==> src/hdl/acp_pkg.sv <==
`timescale 1ns / 1ps

package acp_pkg;

  localparam int MAX_ARGS   = 10;
  localparam int ARG_IDX_W  = $clog2(MAX_ARGS);
  localparam int ARG_CNT_W  = $clog2(MAX_ARGS + 1);
  localparam int FIFO_DEPTH = 4;
  localparam int FIFO_PTR_W = $clog2(FIFO_DEPTH);
  localparam int IN_DATA_W  = 40;
  localparam int OUT_DATA_W = 72;

  localparam logic [3:0] DEFAULT_FG_RESET = 4'd7;
  localparam logic [3:0] DEFAULT_BG_RESET = 4'd0;

  // Configuration register indexes.
  localparam logic CFG_DEFAULT_FG = 1'b0;
  localparam logic CFG_DEFAULT_BG = 1'b1;

  // Byte codes.
  localparam logic [7:0] CH_ESC      = 8'd27;
  localparam logic [7:0] CH_LBRACKET = 8'h5b;
  localparam logic [7:0] CH_SEMI     = 8'h3b;
  localparam logic [7:0] CH_ZERO     = 8'h30;
  localparam logic [7:0] CH_NINE     = 8'h39;
  localparam logic [7:0] FIN_UP      = 8'h41;
  localparam logic [7:0] FIN_DOWN    = 8'h42;
  localparam logic [7:0] FIN_RIGHT   = 8'h43;
  localparam logic [7:0] FIN_LEFT    = 8'h44;
  localparam logic [7:0] FIN_NEXT    = 8'h45;
  localparam logic [7:0] FIN_PREV    = 8'h46;
  localparam logic [7:0] FIN_COLUMN  = 8'h47;
  localparam logic [7:0] FIN_POS     = 8'h48;
  localparam logic [7:0] FIN_POS_ALT = 8'h66;
  localparam logic [7:0] FIN_ERASE_S = 8'h4a;
  localparam logic [7:0] FIN_ERASE_L = 8'h4b;
  localparam logic [7:0] FIN_SCR_UP  = 8'h53;
  localparam logic [7:0] FIN_SCR_DN  = 8'h54;
  localparam logic [7:0] FIN_SAVE    = 8'h73;
  localparam logic [7:0] FIN_RESTORE = 8'h75;
  localparam logic [7:0] FIN_SGR     = 8'h6d;

  // SGR codes.
  localparam logic [15:0] SGR_RESET    = 16'd0;
  localparam logic [15:0] SGR_BOLD     = 16'd1;
  localparam logic [15:0] SGR_NO_BOLD  = 16'd22;
  localparam logic [15:0] SGR_FG_FIRST = 16'd30;
  localparam logic [15:0] SGR_FG_LAST  = 16'd37;
  localparam logic [15:0] SGR_FG_DEF   = 16'd39;
  localparam logic [15:0] SGR_BG_FIRST = 16'd40;
  localparam logic [15:0] SGR_BG_LAST  = 16'd47;
  localparam logic [15:0] SGR_BG_DEF   = 16'd49;

  localparam logic [3:0] BOLD_OFFSET = 4'd8;

  localparam logic [1:0] DIR_FORWARD  = 2'd0;
  localparam logic [1:0] DIR_BACKWARD = 2'd1;
  localparam logic [1:0] DIR_BOTH     = 2'd2;

  typedef enum logic [2:0] {
    ST_PLAIN,
    ST_ESC,
    ST_CSI,
    ST_NUM,
    ST_SGR
  } front_state_t;

  typedef enum logic [2:0] {
    CMD_PUT_CHAR     = 3'd0,
    CMD_SET_CURSOR   = 3'd1,
    CMD_ERASE_SCREEN = 3'd2,
    CMD_ERASE_LINE   = 3'd3,
    CMD_SCROLL_UP    = 3'd4,
    CMD_SCROLL_DOWN  = 3'd5
  } cmd_t;

  typedef enum logic [3:0] {
    OP_PUT,
    OP_UP,
    OP_DOWN,
    OP_RIGHT,
    OP_LEFT,
    OP_NEXT_LINE,
    OP_PREV_LINE,
    OP_COLUMN,
    OP_POS_ROW,
    OP_POS_XY,
    OP_ERASE_SCREEN,
    OP_ERASE_LINE,
    OP_SCROLL_UP,
    OP_SCROLL_DOWN,
    OP_RESTORE
  } op_kind_t;

  // Stored argument: bit 16 marks an empty argument.
  typedef logic [16:0] arg_t;

  typedef struct packed {
    op_kind_t    kind;
    logic [7:0]  char_code;
    logic [3:0]  fg;
    logic [3:0]  bg;
    logic [15:0] x;
    logic [15:0] y;
    logic [15:0] delta;
    logic [15:0] arg1;
    logic [1:0]  dir;
  } acp_op_t;

  typedef struct packed {
    logic [2:0]  pad;
    logic [15:0] amount;
    logic [1:0]  direction;
    logic [15:0] new_y;
    logic [15:0] new_x;
    logic [3:0]  bg_color;
    logic [3:0]  fg_color;
    logic [7:0]  char_code;
    cmd_t        command;
  } acp_result_t;

endpackage

==> src/hdl/acp_front.sv <==
`timescale 1ns / 1ps

module acp_front
  import acp_pkg::*;
(
  input  logic                 clk,
  input  logic                 rst,
  input  logic                 s_tvalid,
  output logic                 s_tready,
  input  logic [IN_DATA_W-1:0] s_tdata,
  input  logic                 cfg_valid,
  input  logic                 cfg_index,
  input  logic [3:0]           cfg_data,
  output logic                 q_push,
  output acp_op_t              q_op,
  input  logic                 q_full
);

  front_state_t state, state_next;

  logic [3:0] default_fg, default_bg;
  logic [3:0] cur_fg, cur_fg_next;
  logic [3:0] cur_bg, cur_bg_next;
  logic       bold, bold_next;
  logic [15:0] saved_x, saved_x_next;
  logic [15:0] saved_y, saved_y_next;
  logic [15:0] accum, accum_next;
  logic [ARG_CNT_W-1:0] arg_count, arg_count_next;
  logic [ARG_IDX_W-1:0] sgr_idx, sgr_idx_next;
  arg_t arg_store [MAX_ARGS];
  logic arg_we;

  logic [7:0]  ch;
  logic [15:0] cx, cy;
  logic        accept, is_digit;
  arg_t        new_arg, arg0_eff, arg1_eff, sgr_arg;
  logic [15:0] delta;
  logic [19:0] accum_mul;
  logic        has_room;

  assign ch = s_tdata[7:0];
  assign cx = s_tdata[23:8];
  assign cy = s_tdata[39:24];

  assign s_tready = (state != ST_SGR) && !q_full;
  assign accept   = s_tvalid && s_tready;
  assign is_digit = (ch >= CH_ZERO) && (ch <= CH_NINE);
  assign has_room = arg_count < ARG_CNT_W'(MAX_ARGS);

  assign new_arg  = (state == ST_CSI) ? {1'b1, 16'd0} : {1'b0, accum};
  assign arg0_eff = (arg_count == '0) ? new_arg : arg_store[0];
  assign arg1_eff = (arg_count == ARG_CNT_W'(1)) ? new_arg : arg_store[1];
  assign delta    = (!arg0_eff[16] && arg0_eff[15:0] != 16'd0) ? arg0_eff[15:0] : 16'd1;
  assign accum_mul = {1'b0, accum, 3'b000} + {3'b000, accum, 1'b0} + {12'd0, ch - CH_ZERO};
  assign sgr_arg  = arg_store[sgr_idx];

  always_comb begin
    state_next     = state;
    cur_fg_next    = cur_fg;
    cur_bg_next    = cur_bg;
    bold_next      = bold;
    saved_x_next   = saved_x;
    saved_y_next   = saved_y;
    accum_next     = accum;
    arg_count_next = arg_count;
    sgr_idx_next   = sgr_idx;
    arg_we         = 1'b0;
    q_push         = 1'b0;
    q_op           = '0;
    q_op.char_code = ch;
    q_op.x         = cx;
    q_op.y         = cy;
    q_op.delta     = delta;
    q_op.arg1      = arg1_eff[16] ? 16'd0 : arg1_eff[15:0];
    if (arg0_eff[16]) begin
      q_op.dir = DIR_BOTH;
    end else if (arg0_eff[15:0] == 16'd0) begin
      q_op.dir = DIR_FORWARD;
    end else if (arg0_eff[15:0] == 16'd1) begin
      q_op.dir = DIR_BACKWARD;
    end else begin
      q_op.dir = DIR_BOTH;
    end

    unique case (state)
      ST_PLAIN: begin
        if (accept) begin
          if (ch == CH_ESC) begin
            state_next = ST_ESC;
          end else begin
            q_push    = 1'b1;
            q_op.kind = OP_PUT;
            q_op.bg   = cur_bg;
            if (!bold) begin
              q_op.fg = cur_fg;
            end else if (cur_fg[3]) begin
              q_op.fg = 4'hf;
            end else begin
              q_op.fg = cur_fg | BOLD_OFFSET;
            end
          end
        end
      end
      ST_ESC: begin
        if (accept) begin
          if (ch == CH_LBRACKET) begin
            state_next     = ST_CSI;
            arg_count_next = '0;
            accum_next     = '0;
          end else begin
            state_next = ST_PLAIN;
          end
        end
      end
      ST_CSI, ST_NUM: begin
        if (accept) begin
          if (ch == CH_SEMI || !is_digit) begin
            arg_we     = 1'b1;
            accum_next = '0;
            if (has_room) begin
              arg_count_next = arg_count + ARG_CNT_W'(1);
            end
          end
          if (ch == CH_SEMI) begin
            state_next = ST_CSI;
          end else if (!is_digit) begin
            state_next = ST_PLAIN;
            q_push     = 1'b1;
            priority case (ch)
              FIN_UP: begin
                q_op.kind = OP_UP;
                q_push    = (cy != 16'd0);
              end
              FIN_DOWN:  q_op.kind = OP_DOWN;
              FIN_RIGHT: q_op.kind = OP_RIGHT;
              FIN_LEFT: begin
                q_op.kind = OP_LEFT;
                q_push    = (cx != 16'd0);
              end
              FIN_NEXT:   q_op.kind = OP_NEXT_LINE;
              FIN_PREV:   q_op.kind = OP_PREV_LINE;
              FIN_COLUMN: q_op.kind = OP_COLUMN;
              FIN_POS, FIN_POS_ALT: begin
                q_op.kind = (arg_count == '0) ? OP_POS_ROW : OP_POS_XY;
              end
              FIN_ERASE_S: q_op.kind = OP_ERASE_SCREEN;
              FIN_ERASE_L: q_op.kind = OP_ERASE_LINE;
              FIN_SCR_UP:  q_op.kind = OP_SCROLL_UP;
              FIN_SCR_DN:  q_op.kind = OP_SCROLL_DOWN;
              FIN_RESTORE: begin
                q_op.kind = OP_RESTORE;
                q_op.x    = saved_x;
                q_op.y    = saved_y;
              end
              FIN_SAVE: begin
                q_push       = 1'b0;
                saved_x_next = cx;
                saved_y_next = cy;
              end
              FIN_SGR: begin
                q_push       = 1'b0;
                state_next   = ST_SGR;
                sgr_idx_next = '0;
              end
              default: q_push = 1'b0;
            endcase
          end else begin
            state_next = ST_NUM;
            accum_next = (accum_mul > 20'hffff) ? 16'hffff : accum_mul[15:0];
          end
        end
      end
      ST_SGR: begin
        // One stored argument is applied per cycle, in order.
        if (!sgr_arg[16]) begin
          if (sgr_arg[15:0] == SGR_RESET) begin
            cur_fg_next = default_fg;
            cur_bg_next = default_bg;
            bold_next   = 1'b0;
          end else if (sgr_arg[15:0] == SGR_BOLD) begin
            bold_next = 1'b1;
          end else if (sgr_arg[15:0] == SGR_NO_BOLD) begin
            bold_next = 1'b0;
          end else if (sgr_arg[15:0] >= SGR_FG_FIRST && sgr_arg[15:0] <= SGR_FG_LAST) begin
            cur_fg_next = 4'(sgr_arg[15:0] - SGR_FG_FIRST);
          end else if (sgr_arg[15:0] == SGR_FG_DEF) begin
            cur_fg_next = default_fg;
          end else if (sgr_arg[15:0] >= SGR_BG_FIRST && sgr_arg[15:0] <= SGR_BG_LAST) begin
            cur_bg_next = 4'(sgr_arg[15:0] - SGR_BG_FIRST);
          end else if (sgr_arg[15:0] == SGR_BG_DEF) begin
            cur_bg_next = default_bg;
          end
        end
        if ((ARG_CNT_W'(sgr_idx) + ARG_CNT_W'(1)) == arg_count) begin
          state_next = ST_PLAIN;
        end else begin
          sgr_idx_next = sgr_idx + ARG_IDX_W'(1);
        end
      end
      default: state_next = ST_PLAIN;
    endcase
  end

  always_ff @(posedge clk) begin
    if (rst) begin
      state      <= ST_PLAIN;
      default_fg <= DEFAULT_FG_RESET;
      default_bg <= DEFAULT_BG_RESET;
      cur_fg     <= DEFAULT_FG_RESET;
      cur_bg     <= DEFAULT_BG_RESET;
      bold       <= 1'b0;
      saved_x    <= '0;
      saved_y    <= '0;
      accum      <= '0;
      arg_count  <= '0;
      sgr_idx    <= '0;
    end else begin
      state     <= state_next;
      cur_fg    <= cur_fg_next;
      cur_bg    <= cur_bg_next;
      bold      <= bold_next;
      saved_x   <= saved_x_next;
      saved_y   <= saved_y_next;
      accum     <= accum_next;
      arg_count <= arg_count_next;
      sgr_idx   <= sgr_idx_next;
      if (cfg_valid) begin
        if (cfg_index == CFG_DEFAULT_FG) begin
          default_fg <= cfg_data;
        end else begin
          default_bg <= cfg_data;
        end
      end
    end
  end

  always_ff @(posedge clk) begin
    if (arg_we && has_room) begin
      arg_store[arg_count[ARG_IDX_W-1:0]] <= new_arg;
    end
  end

endmodule

==> src/hdl/acp_fifo.sv <==
`timescale 1ns / 1ps

module acp_fifo
  import acp_pkg::*;
(
  input  logic    clk,
  input  logic    rst,
  input  logic    push,
  input  acp_op_t push_op,
  output logic    full,
  output logic    head_valid,
  output acp_op_t head_op,
  input  logic    pop
);

  acp_op_t entries [FIFO_DEPTH];
  logic [FIFO_PTR_W-1:0] wr_ptr, rd_ptr;
  logic [FIFO_PTR_W:0]   count;
  logic do_push, do_pop;

  assign full       = (count == (FIFO_PTR_W + 1)'(FIFO_DEPTH));
  assign head_valid = (count != '0);
  assign head_op    = entries[rd_ptr];
  assign do_push    = push && !full;
  assign do_pop     = pop && head_valid;

  always_ff @(posedge clk) begin
    if (rst) begin
      wr_ptr <= '0;
      rd_ptr <= '0;
      count  <= '0;
    end else begin
      if (do_push) begin
        wr_ptr <= wr_ptr + FIFO_PTR_W'(1);
      end
      if (do_pop) begin
        rd_ptr <= rd_ptr + FIFO_PTR_W'(1);
      end
      if (do_push && !do_pop) begin
        count <= count + (FIFO_PTR_W + 1)'(1);
      end else if (do_pop && !do_push) begin
        count <= count - (FIFO_PTR_W + 1)'(1);
      end
    end
  end

  always_ff @(posedge clk) begin
    if (do_push) begin
      entries[wr_ptr] <= push_op;
    end
  end

endmodule

==> src/hdl/acp_back.sv <==
`timescale 1ns / 1ps

module acp_back
  import acp_pkg::*;
(
  input  logic                  clk,
  input  logic                  rst,
  input  logic                  op_valid,
  input  acp_op_t               op,
  output logic                  op_pop,
  output logic                  m_tvalid,
  input  logic                  m_tready,
  output logic [OUT_DATA_W-1:0] m_tdata
);

  acp_result_t res, res_next;
  logic [15:0] base;
  logic [16:0] sum;
  logic [15:0] sat_sum, sat_diff, delta_m1, arg1_m1;
  logic        horiz;

  assign op_pop = op_valid && (!m_tvalid || m_tready);

  // One shared saturating adder and subtractor; the operand is the column for
  // horizontal moves and the row otherwise (1 for a previous-line move from row 0).
  assign horiz = (op.kind == OP_RIGHT) || (op.kind == OP_LEFT);
  always_comb begin
    if (horiz) begin
      base = op.x;
    end else if (op.kind == OP_PREV_LINE && op.y == 16'd0) begin
      base = 16'd1;
    end else begin
      base = op.y;
    end
  end

  assign sum      = {1'b0, base} + {1'b0, op.delta};
  assign sat_sum  = sum[16] ? 16'hffff : sum[15:0];
  assign sat_diff = (base > op.delta) ? (base - op.delta) : 16'd0;
  assign delta_m1 = op.delta - 16'd1;
  assign arg1_m1  = (op.arg1 != 16'd0) ? (op.arg1 - 16'd1) : 16'd0;

  always_comb begin
    res_next         = '0;
    res_next.command = CMD_SET_CURSOR;
    unique case (op.kind)
      OP_PUT: begin
        res_next.command   = CMD_PUT_CHAR;
        res_next.char_code = op.char_code;
        res_next.fg_color  = op.fg;
        res_next.bg_color  = op.bg;
      end
      OP_UP: begin
        res_next.new_x = op.x;
        res_next.new_y = sat_diff;
      end
      OP_DOWN: begin
        res_next.new_x = op.x;
        res_next.new_y = sat_sum;
      end
      OP_RIGHT: begin
        res_next.new_x = sat_sum;
        res_next.new_y = op.y;
      end
      OP_LEFT: begin
        res_next.new_x = sat_diff;
        res_next.new_y = op.y;
      end
      OP_NEXT_LINE: res_next.new_y = sat_sum;
      OP_PREV_LINE: res_next.new_y = sat_diff;
      OP_COLUMN: begin
        res_next.new_x = delta_m1;
        res_next.new_y = op.y;
      end
      OP_POS_ROW: begin
        res_next.new_x = op.x;
        res_next.new_y = delta_m1;
      end
      OP_POS_XY: begin
        res_next.new_x = arg1_m1;
        res_next.new_y = delta_m1;
      end
      OP_ERASE_SCREEN: begin
        res_next.command   = CMD_ERASE_SCREEN;
        res_next.direction = op.dir;
      end
      OP_ERASE_LINE: begin
        res_next.command   = CMD_ERASE_LINE;
        res_next.direction = op.dir;
      end
      OP_SCROLL_UP: begin
        res_next.command = CMD_SCROLL_UP;
        res_next.amount  = op.delta;
      end
      OP_SCROLL_DOWN: begin
        res_next.command = CMD_SCROLL_DOWN;
        res_next.amount  = op.delta;
      end
      OP_RESTORE: begin
        res_next.new_x = op.x;
        res_next.new_y = op.y;
      end
      default: res_next = '0;
    endcase
  end

  always_ff @(posedge clk) begin
    if (rst) begin
      m_tvalid <= 1'b0;
    end else if (op_pop) begin
      m_tvalid <= 1'b1;
    end else if (m_tready) begin
      m_tvalid <= 1'b0;
    end
  end

  always_ff @(posedge clk) begin
    if (op_pop) begin
      res <= res_next;
    end
  end

  assign m_tdata = res;

endmodule

==> src/hdl/ansi_csi_console_parser.sv <==
`timescale 1ns / 1ps

// Console byte parser for ANSI CSI sequences. Each input item is one byte with
// the display's current cursor; each result item is one display command. The
// front end takes one byte per cycle while the queue is not full, except that
// an SGR final byte ('m') holds the input while the color walk runs over the
// argument registers. Decoded commands pass through a four-entry queue to the
// back end, which does the cursor arithmetic and registers the result; each
// command goes through its queue entry and then the result register.
// Configuration writes are always ready.
module ansi_csi_console_parser
  import acp_pkg::*;
(
  input  logic                  clk,
  input  logic                  rst,
  input  logic                  s_tvalid,
  output logic                  s_tready,
  // byte_in [7:0], cursor_x [23:8], cursor_y [39:24]
  input  logic [IN_DATA_W-1:0]  s_tdata,
  output logic                  m_tvalid,
  input  logic                  m_tready,
  // command [2:0], char_code [10:3], fg_color [14:11], bg_color [18:15],
  // new_x [34:19], new_y [50:35], direction [52:51], amount [68:53]
  output logic [OUT_DATA_W-1:0] m_tdata,
  input  logic                  cfg_valid,
  output logic                  cfg_ready,
  input  logic                  cfg_index,
  input  logic [3:0]            cfg_data
);

  logic    q_push, q_full, q_valid, q_pop;
  acp_op_t q_in, q_head;

  assign cfg_ready = 1'b1;

  acp_front u_front (
    .clk       (clk),
    .rst       (rst),
    .s_tvalid  (s_tvalid),
    .s_tready  (s_tready),
    .s_tdata   (s_tdata),
    .cfg_valid (cfg_valid),
    .cfg_index (cfg_index),
    .cfg_data  (cfg_data),
    .q_push    (q_push),
    .q_op      (q_in),
    .q_full    (q_full)
  );

  acp_fifo u_fifo (
    .clk        (clk),
    .rst        (rst),
    .push       (q_push),
    .push_op    (q_in),
    .full       (q_full),
    .head_valid (q_valid),
    .head_op    (q_head),
    .pop        (q_pop)
  );

  acp_back u_back (
    .clk      (clk),
    .rst      (rst),
    .op_valid (q_valid),
    .op       (q_head),
    .op_pop   (q_pop),
    .m_tvalid (m_tvalid),
    .m_tready (m_tready),
    .m_tdata  (m_tdata)
  );

endmodule

==> config.mk <==
export PLATFORM = sky130hd
export DESIGN_NAME = ansi_csi_console_parser
export DESIGN_NICKNAME = d
export VERILOG_FILES = /design/src/hdl/acp_pkg.sv /design/src/hdl/acp_front.sv /design/src/hdl/acp_fifo.sv /design/src/hdl/acp_back.sv /design/src/hdl/ansi_csi_console_parser.sv
export SDC_FILE = /design/constraint.sdc
export NUM_CORES = 1
export LEC_CHECK = 0
export BUFFER_PORTS_ARGS = -buffer_cell sky130_fd_sc_hd__clkbuf_2
export CORE_MARGIN = 3
export CORE_UTILIZATION = 50
export DETAILED_ROUTE_END_ITERATION = 8
export PLACE_DENSITY_LB_ADDON = 0.12
export SYNTH_ARGS = -nofsm -noshare
export SYNTH_HDL_FRONTEND = slang
export SYNTH_SLANG_ARGS = --single-unit
==> constraint.sdc <==
create_clock -name clk -period 7.8 [get_ports clk]
set_input_delay 1.56 -clock clk [delete_from_list [all_inputs] [get_ports clk]]
set_output_delay 1.56 -clock clk [all_outputs]
set_load 0.01 [all_outputs]
### After elaboration in Yosys (flattened, before gate mapping)

Memories as Yosys holds them, arrays and structs flattened. A register that Yosys moved wholly into a read port is not among the register bits.
Index checks and enable logic that the tools add are counted.
Widths: inputs -> output; s select.

* input port bits: 50
* output and inout port bits: 75
* flip-flop bits (word level): 153
* memories: 2
* RAM bits: 514

Memories
* u_fifo.entries: words 4, width 86, rd ports 1, clocked after Yosys merged registers in 1, write ports 1, RTL line acp_fifo.sv:16 `acp_op_t entries [FIFO_DEPTH];`
* u_front.arg_store: words 10, width 17, rd ports 3, clocked after Yosys merged registers in 1, write ports 1, RTL line acp_front.sv:30 `arg_t arg_store [MAX_ARGS];`

* order comparisons: 9
* eq/ne operators: 62
* reduce and logical (&&, ||, !) cells: 61
* mux-type cells: 99
* add/sub/neg operators: 15
* bitwise logic cells: 4

Operators with widths (count)
* $mux 16: 14
* $mux 32: 5
* $eq 8x7->1 const B: 17
* $mux 4: 29
* $pmux 16 s5: 1
* $pmux 16 s4: 1
* $reduce_bool 16->1: 4
* $pmux 4 s13: 1
* $mux 17: 3
* $logic_not 16->1: 3
* $mux 3: 11
* $eq 16x1->1 const B: 2
* $eq 16x6->1 const B: 2
* $le 16x6->1 const B: 2
* $pmux 16 s2: 1
* $sub 16x1->16 const B: 2
* $eq 4x4->1 const B: 7
* $mux 8: 3
* $ne 2x1->1 const B: 12
* $add 19x17->20: 1
* $add 20x8->20: 1
* $gt 20x16->1 const B: 1
* $mux 1: 18
* $add 16x16->17: 1
* other kinds (49): 108

### Longest topological paths before layout

* depth after elaboration: 12
* mapped depth: 23
* depth with buffers taken out: 19

### Cells and area by module

A second synthesis with hierarchy kept.

* cell total of the unflattened synthesis: 2179
* area total of the unflattened synthesis: 30536.8 um^2

By module, submodules not included
* acp_fifo: area an instance 12902.4 um^2, instances 1, cells an instance 498
* acp_front: area an instance 11956.5 um^2, instances 1, cells an instance 1071
* acp_back: area an instance 5666.7 um^2, instances 1, cells an instance 608
* ansi_csi_console_parser: area an instance 11.3 um^2, instances 1, cells an instance 2

### Least setup slack after synthesis

No wires, ideal clock.

* path type: input to register
* start point: input port m_tready
* end point: register u_fifo.count[2]
* cell stages on the path: 9
* data arrival time: 6.367 ns
* slack: 1.363 ns
* data required time: 7.730 ns
* setup time: 0.070 ns
* path through: inv_1 -> a21oi_1 -> inv_1 -> ha_1 -> inv_1 -> fa_1 -> xor2_1 -> or3_1 -> a21oi_1

* longest elaborated chain between the ends: 6
* elaborated cells on any way between the ends: 8

RTL lines
* start, declared: RTL line ansi_csi_console_parser.sv:21 `input logic m_tready,`
* $logic_or 1x1->1 (*): RTL line acp_back.sv:22 `assign op_pop = op_valid && (!m_tvalid || m_tready);`
* $logic_and 1x1->1 (*): RTL line acp_back.sv:22
* net q_pop: RTL line ansi_csi_console_parser.sv:31 `logic q_push, q_full, q_valid, q_pop;`
* $logic_and 1x1->1 (*): RTL line acp_fifo.sv:25 `assign do_pop = pop && head_valid;`
* $logic_not 1->1: RTL line acp_fifo.sv:39 `if (do_push && !do_pop) begin`
* $logic_and 1x1->1: RTL line acp_fifo.sv:39
* $mux 3 or $reduce_bool 2->1 (tied branches)
* end signal, assigned: RTL line acp_fifo.sv:40 `count <= count + (FIFO_PTR_W + 1)'(1);`
* end signal, assigned: RTL line acp_fifo.sv:42 `count <= count - (FIFO_PTR_W + 1)'(1);`
* end, declared: RTL line acp_fifo.sv:18 `logic [FIFO_PTR_W:0] count;`

Mark *: on every way through the listed nets, which the timed path passes. The rest lies on a longest branch.
A chain may end at the register's enable or synchronous reset.

==> flow_summary.ini <==
[worst_hold_path]
hp-class = reg -> reg

[placed_design]
place.detailed.hpwl_um = 54100
dpl_cell_area_sq_um = 31700
io_buffer_count = 120
detailedPlace.worstSlack_ps = 1970
gp_congestion = 0.897

[route]
routed_wire_length_per_instance_um = 24.5
number_of_vias_after_detailed_routing = 18736
dr_iter_0_viols = 1505
drt-total-wl_um = 76800
drt_pre_antenna_iters = 8
drtAntennaViolNets = 0
route.detailed.vias_per_inst = 5.98
post-route-drc-count = 0

[finish]
layout.area.seq_sq_um = 19300
final_nets = 2440
final_util = 0.570
layout-area-overhead-vs-synth_pct = 11.9
fraction_of_layout_instances_using_a_drive_strength_above_1 = 0.181
final_design_area_no_fill_sq_um = 34000
diode_insertion_count_for_antenna_repair = 0
multi_input_area_sq_um = 10200
fillers = 4767

[timing]
fin_worst_skew_ps = 26.0
crit_path_time_final_ps = 5900
fin_ws_ps = 1900
maxClockFrequency_mhz = 169
slew_headroom = 0.163
setup_total_negative_slack_ps = 0
final_min_period_over_clock_period = 0.757
timing_worst_slew_pin_value_ps = 1250
finalHoldViolCount = 0
slew_violations = 0
report.final.setup_viol = 0
grt_setup_unrepaired = false
hold-worst-slack_ps = 451

[clock_tree]
cts_made_buffers = 73
cts.reportedPaths.clkPinSlew_ps = 60
htree_levels = 3
ctsLongestPathBuffers = 3
cts_tree = done
cts-hold-fix-buffers = 0
skew_pair_late_insertion_delay_ps = 610
clock_sink_count = 673
cts_root_buf = sky130_fd_sc_hd__clkbuf_16
cts_resized = 0
post_cts_setup_buffer_count = 0

[worst_setup_path]
r2r-end = u_back.m_tdata[37]$_DFFE_PP_
critical-path-slowest-cell = sky130_fd_sc_hd__dfxtp_4
critPathCaptureType = register
critical_path.max_stage_delay_ps = 700
cp.buffers_inverters = 3
worstPathRequired_ps = 8120
crit_path_frequent_cell = sky130_fd_sc_hd__o21ai_0
reg2regPathDepth = 19
timing.critical_path.to = u_back.m_tdata[37]$_DFFE_PP_
ff2ff_setup_slack_ps = 1900
worst-path-max-fanout = 37
startpoint_type = register
worst-setup-path-type = reg -> reg
worst_path_dominant_cell_family = compound AO/OA/AOI/OAI gates
crit_path_cell_trace = mux4_2 -> nor2b_1 -> nand2_1 -> nor2_1 -> buf_4 -> nor2_2 -> buf_4 -> mux2_2 -> ha_1 -> nor2b_1 -> o21ai_0 -> nand3_1 -> a31oi_1 -> o21ai_0 -> a21oi_1 -> buf_4 -> o21ai_0 -> a222oi_1 -> o21ai_0
cp.depth = 19
worst_ep_arrival_time_ps = 6220

[logic_synthesis]
post_synth_inst_count = 2186
synth-seq-area-share = 0.636
avgSynthCellArea_sq_um = 13.9
synth_simple_gate_area_frac = 0.104
synth_top_family_by_area = simple AND/OR/NAND/NOR gates
syn_area_sq_um = 30400
synthArstFlopShare = 0
synth.lib_cells_used.distinct = 83
synth_edf_count = 583
synth-compound-area-share = 0.0741
post_synth_xor_area_fraction = 0.0211
ys_seq_elements = 673
synth_adder_area_share = 0.0377
synth.mux.area_fraction = 0.0994
synth_flop_cell = sky130_fd_sc_hd__edfxtp_1
synth-warning-count = 0

[global_route]
grt_start_max_net_pins = 68
first_global_vias = 18853
antenna_found_initial = 1
grt_remaining_overflow = 0
aggregate_global_route_resource_usage = 0.244
grt_pass1_wl_um = 117000

[power_and_ir_drop]
pwr_density_cell_nw_per_um2 = 357
max-vdd-ir-drop_uv = 205
p_leak_uw = 0.0120

[run_status]
outcome = finished clean

[floorplanning]
initial_utilization = 0.510
i_o_pin_count = 125
placement_rows = 89
core-area_sq_um = 59600
die_width_um = 252
die-area_sq_um = 63700
die_height_um = 252

[flow_run]
max_cap_viol_count = 0
worst min-delay path by stage:
stage / from / cells past startpoint / slack, ps / end
finish: u_front.saved_x[9]$_SDFFE_PP0P_ / 2 / 450 / u_front.saved_x[9]$_SDFFE_PP0P_
global route: u_front.saved_x[6]$_SDFFE_PP0P_ / 2 / 480 / u_front.saved_x[6]$_SDFFE_PP0P_
floorplan: u_front.saved_x[0]$_SDFFE_PP0P_ / 2 / 430 / u_front.saved_x[0]$_SDFFE_PP0P_
detailed placement: u_front.saved_y[10]$_SDFFE_PP0P_ / 2 / 450 / u_front.saved_y[10]$_SDFFE_PP0P_
CTS: u_front.saved_y[10]$_SDFFE_PP0P_ / 2 / 450 / u_front.saved_y[10]$_SDFFE_PP0P_
global placement: u_front.saved_x[5]$_SDFFE_PP0P_ / 2 / 440 / u_front.saved_x[5]$_SDFFE_PP0P_
synthesized netlist by cell type, drive strengths merged, types with 6 or more instances:
library cell,number,share of area
nor3,46,0.0077
xnor2,47,0.014
nand2b,21,0.0043
nand3,34,0.0056
a211oi,7,0.0021
xor2,26,0.0075
mux4,100,0.075
o221ai,12,0.0035
inv,88,0.011
a221oi,7,0.0020
a222oi,16,0.0053
o211ai,13,0.0032
o21a,7,0.0017
nor4,37,0.0078
nor2,140,0.017
nor3b,7,0.0017
or4,6,0.0015
a21o,9,0.0022
dfxtp,90,0.059
a22oi,9,0.0022
clkbuf,67,0.0083
mux2,54,0.020
edfxtp,583,0.58
a211o,6,0.0017
a21oi,115,0.019
o21bai,7,0.0017
nand3b,20,0.0049
o31ai,12,0.0031
nor2b,25,0.0052
fa,9,0.0059
o21ai,83,0.014
and2,25,0.0052
mux2i,13,0.0043
nand4,11,0.0023
nand2,215,0.027
ha,77,0.032
and3,31,0.0064
or3,11,0.0023
buf,38,0.0083
worst min-delay path, stage by stage, from the launching register on:
cell	delay [ps]
sky130_fd_sc_hd__dfxtp_1	310
sky130_fd_sc_hd__nand2_1	50
sky130_fd_sc_hd__a21oi_1	50
layer usage:
layer | global-route usage | routed length [um] | vias to the layer above
met3 | 0.0361 | 3960 | 140
met5 | 0 | 9 | -
met1 | 0.337 | 33300 | 9475
met2 | 0.398 | 36900 | 554
li1 | - | - | 8565
met4 | 0.0862 | 2690 | 2
cells by family (layout without fill, tap and decap cells):
family,count (synthesis),count (layout)
flops,673,673
simple gates,645,645
compound gates,347,347
buf+inv,193,366
mux,167,167
fa+ha+maj,86,86
xor+xnor,73,73
other cells,2,4
layout make-up:
class                      count  area share
inverter                      88     0.00972
sequential                   673       0.568
clock buffer                  93      0.0587
clock inverter                39     0.00965
tap                          773      0.0285
multi-input combinational   1322       0.302
timing repair buffer         146      0.0234
metrics by stage:
stage | std cells | power [uW]
2_1_floorplan | 2188 | 7340
3_3_place_gp | 3002 | 8840
3_5_place_dp | 3002 | 8800
4_1_cts | 3134 | 12200
5_1_grt | 3134 | 12700
6_report | 3134 | 12100
placed cells by master (no fill, tap or decap), drive strengths merged, types with 31 or more instances in the layout:
cell and n:
and3 31, inv 94, ha 77, clkbuf 213, nand3 34, xnor2 47
nor2 140, nor3 46, o21ai 83, nor4 37, dfxtp 90, edfxtp 583
mux2 54, nand2 215, a21oi 115, mux4 100
state kept, by name (all words and copies together), names as in the netlist, named ones only:
signal	flops
u_front.saved_x	16
u_front.arg_store	170
u_front.accum	16
u_front.cur_fg	4
u_front.default_fg	4
u_front.sgr_idx	4
u_front.arg_count	4
u_front.default_bg	4
u_front.saved_y	16
u_back.m_tdata	69
u_fifo.wr_ptr	2
u_front.cur_bg	4
u_fifo.rd_ptr	2
u_fifo.entries	344
u_back.m_tvalid	1
u_fifo.count	3
u_front.bold	1
u_front.state	3
report_power, final:
group	internal [uW]	total (uW)	switching, uW
Sequential	4410	4580	173
Clock	1930	3340	1410
Combinational	1510	4190	2680
Total	7850	12100	4270
No activity file was read; power rests on OpenSTA's default activity.
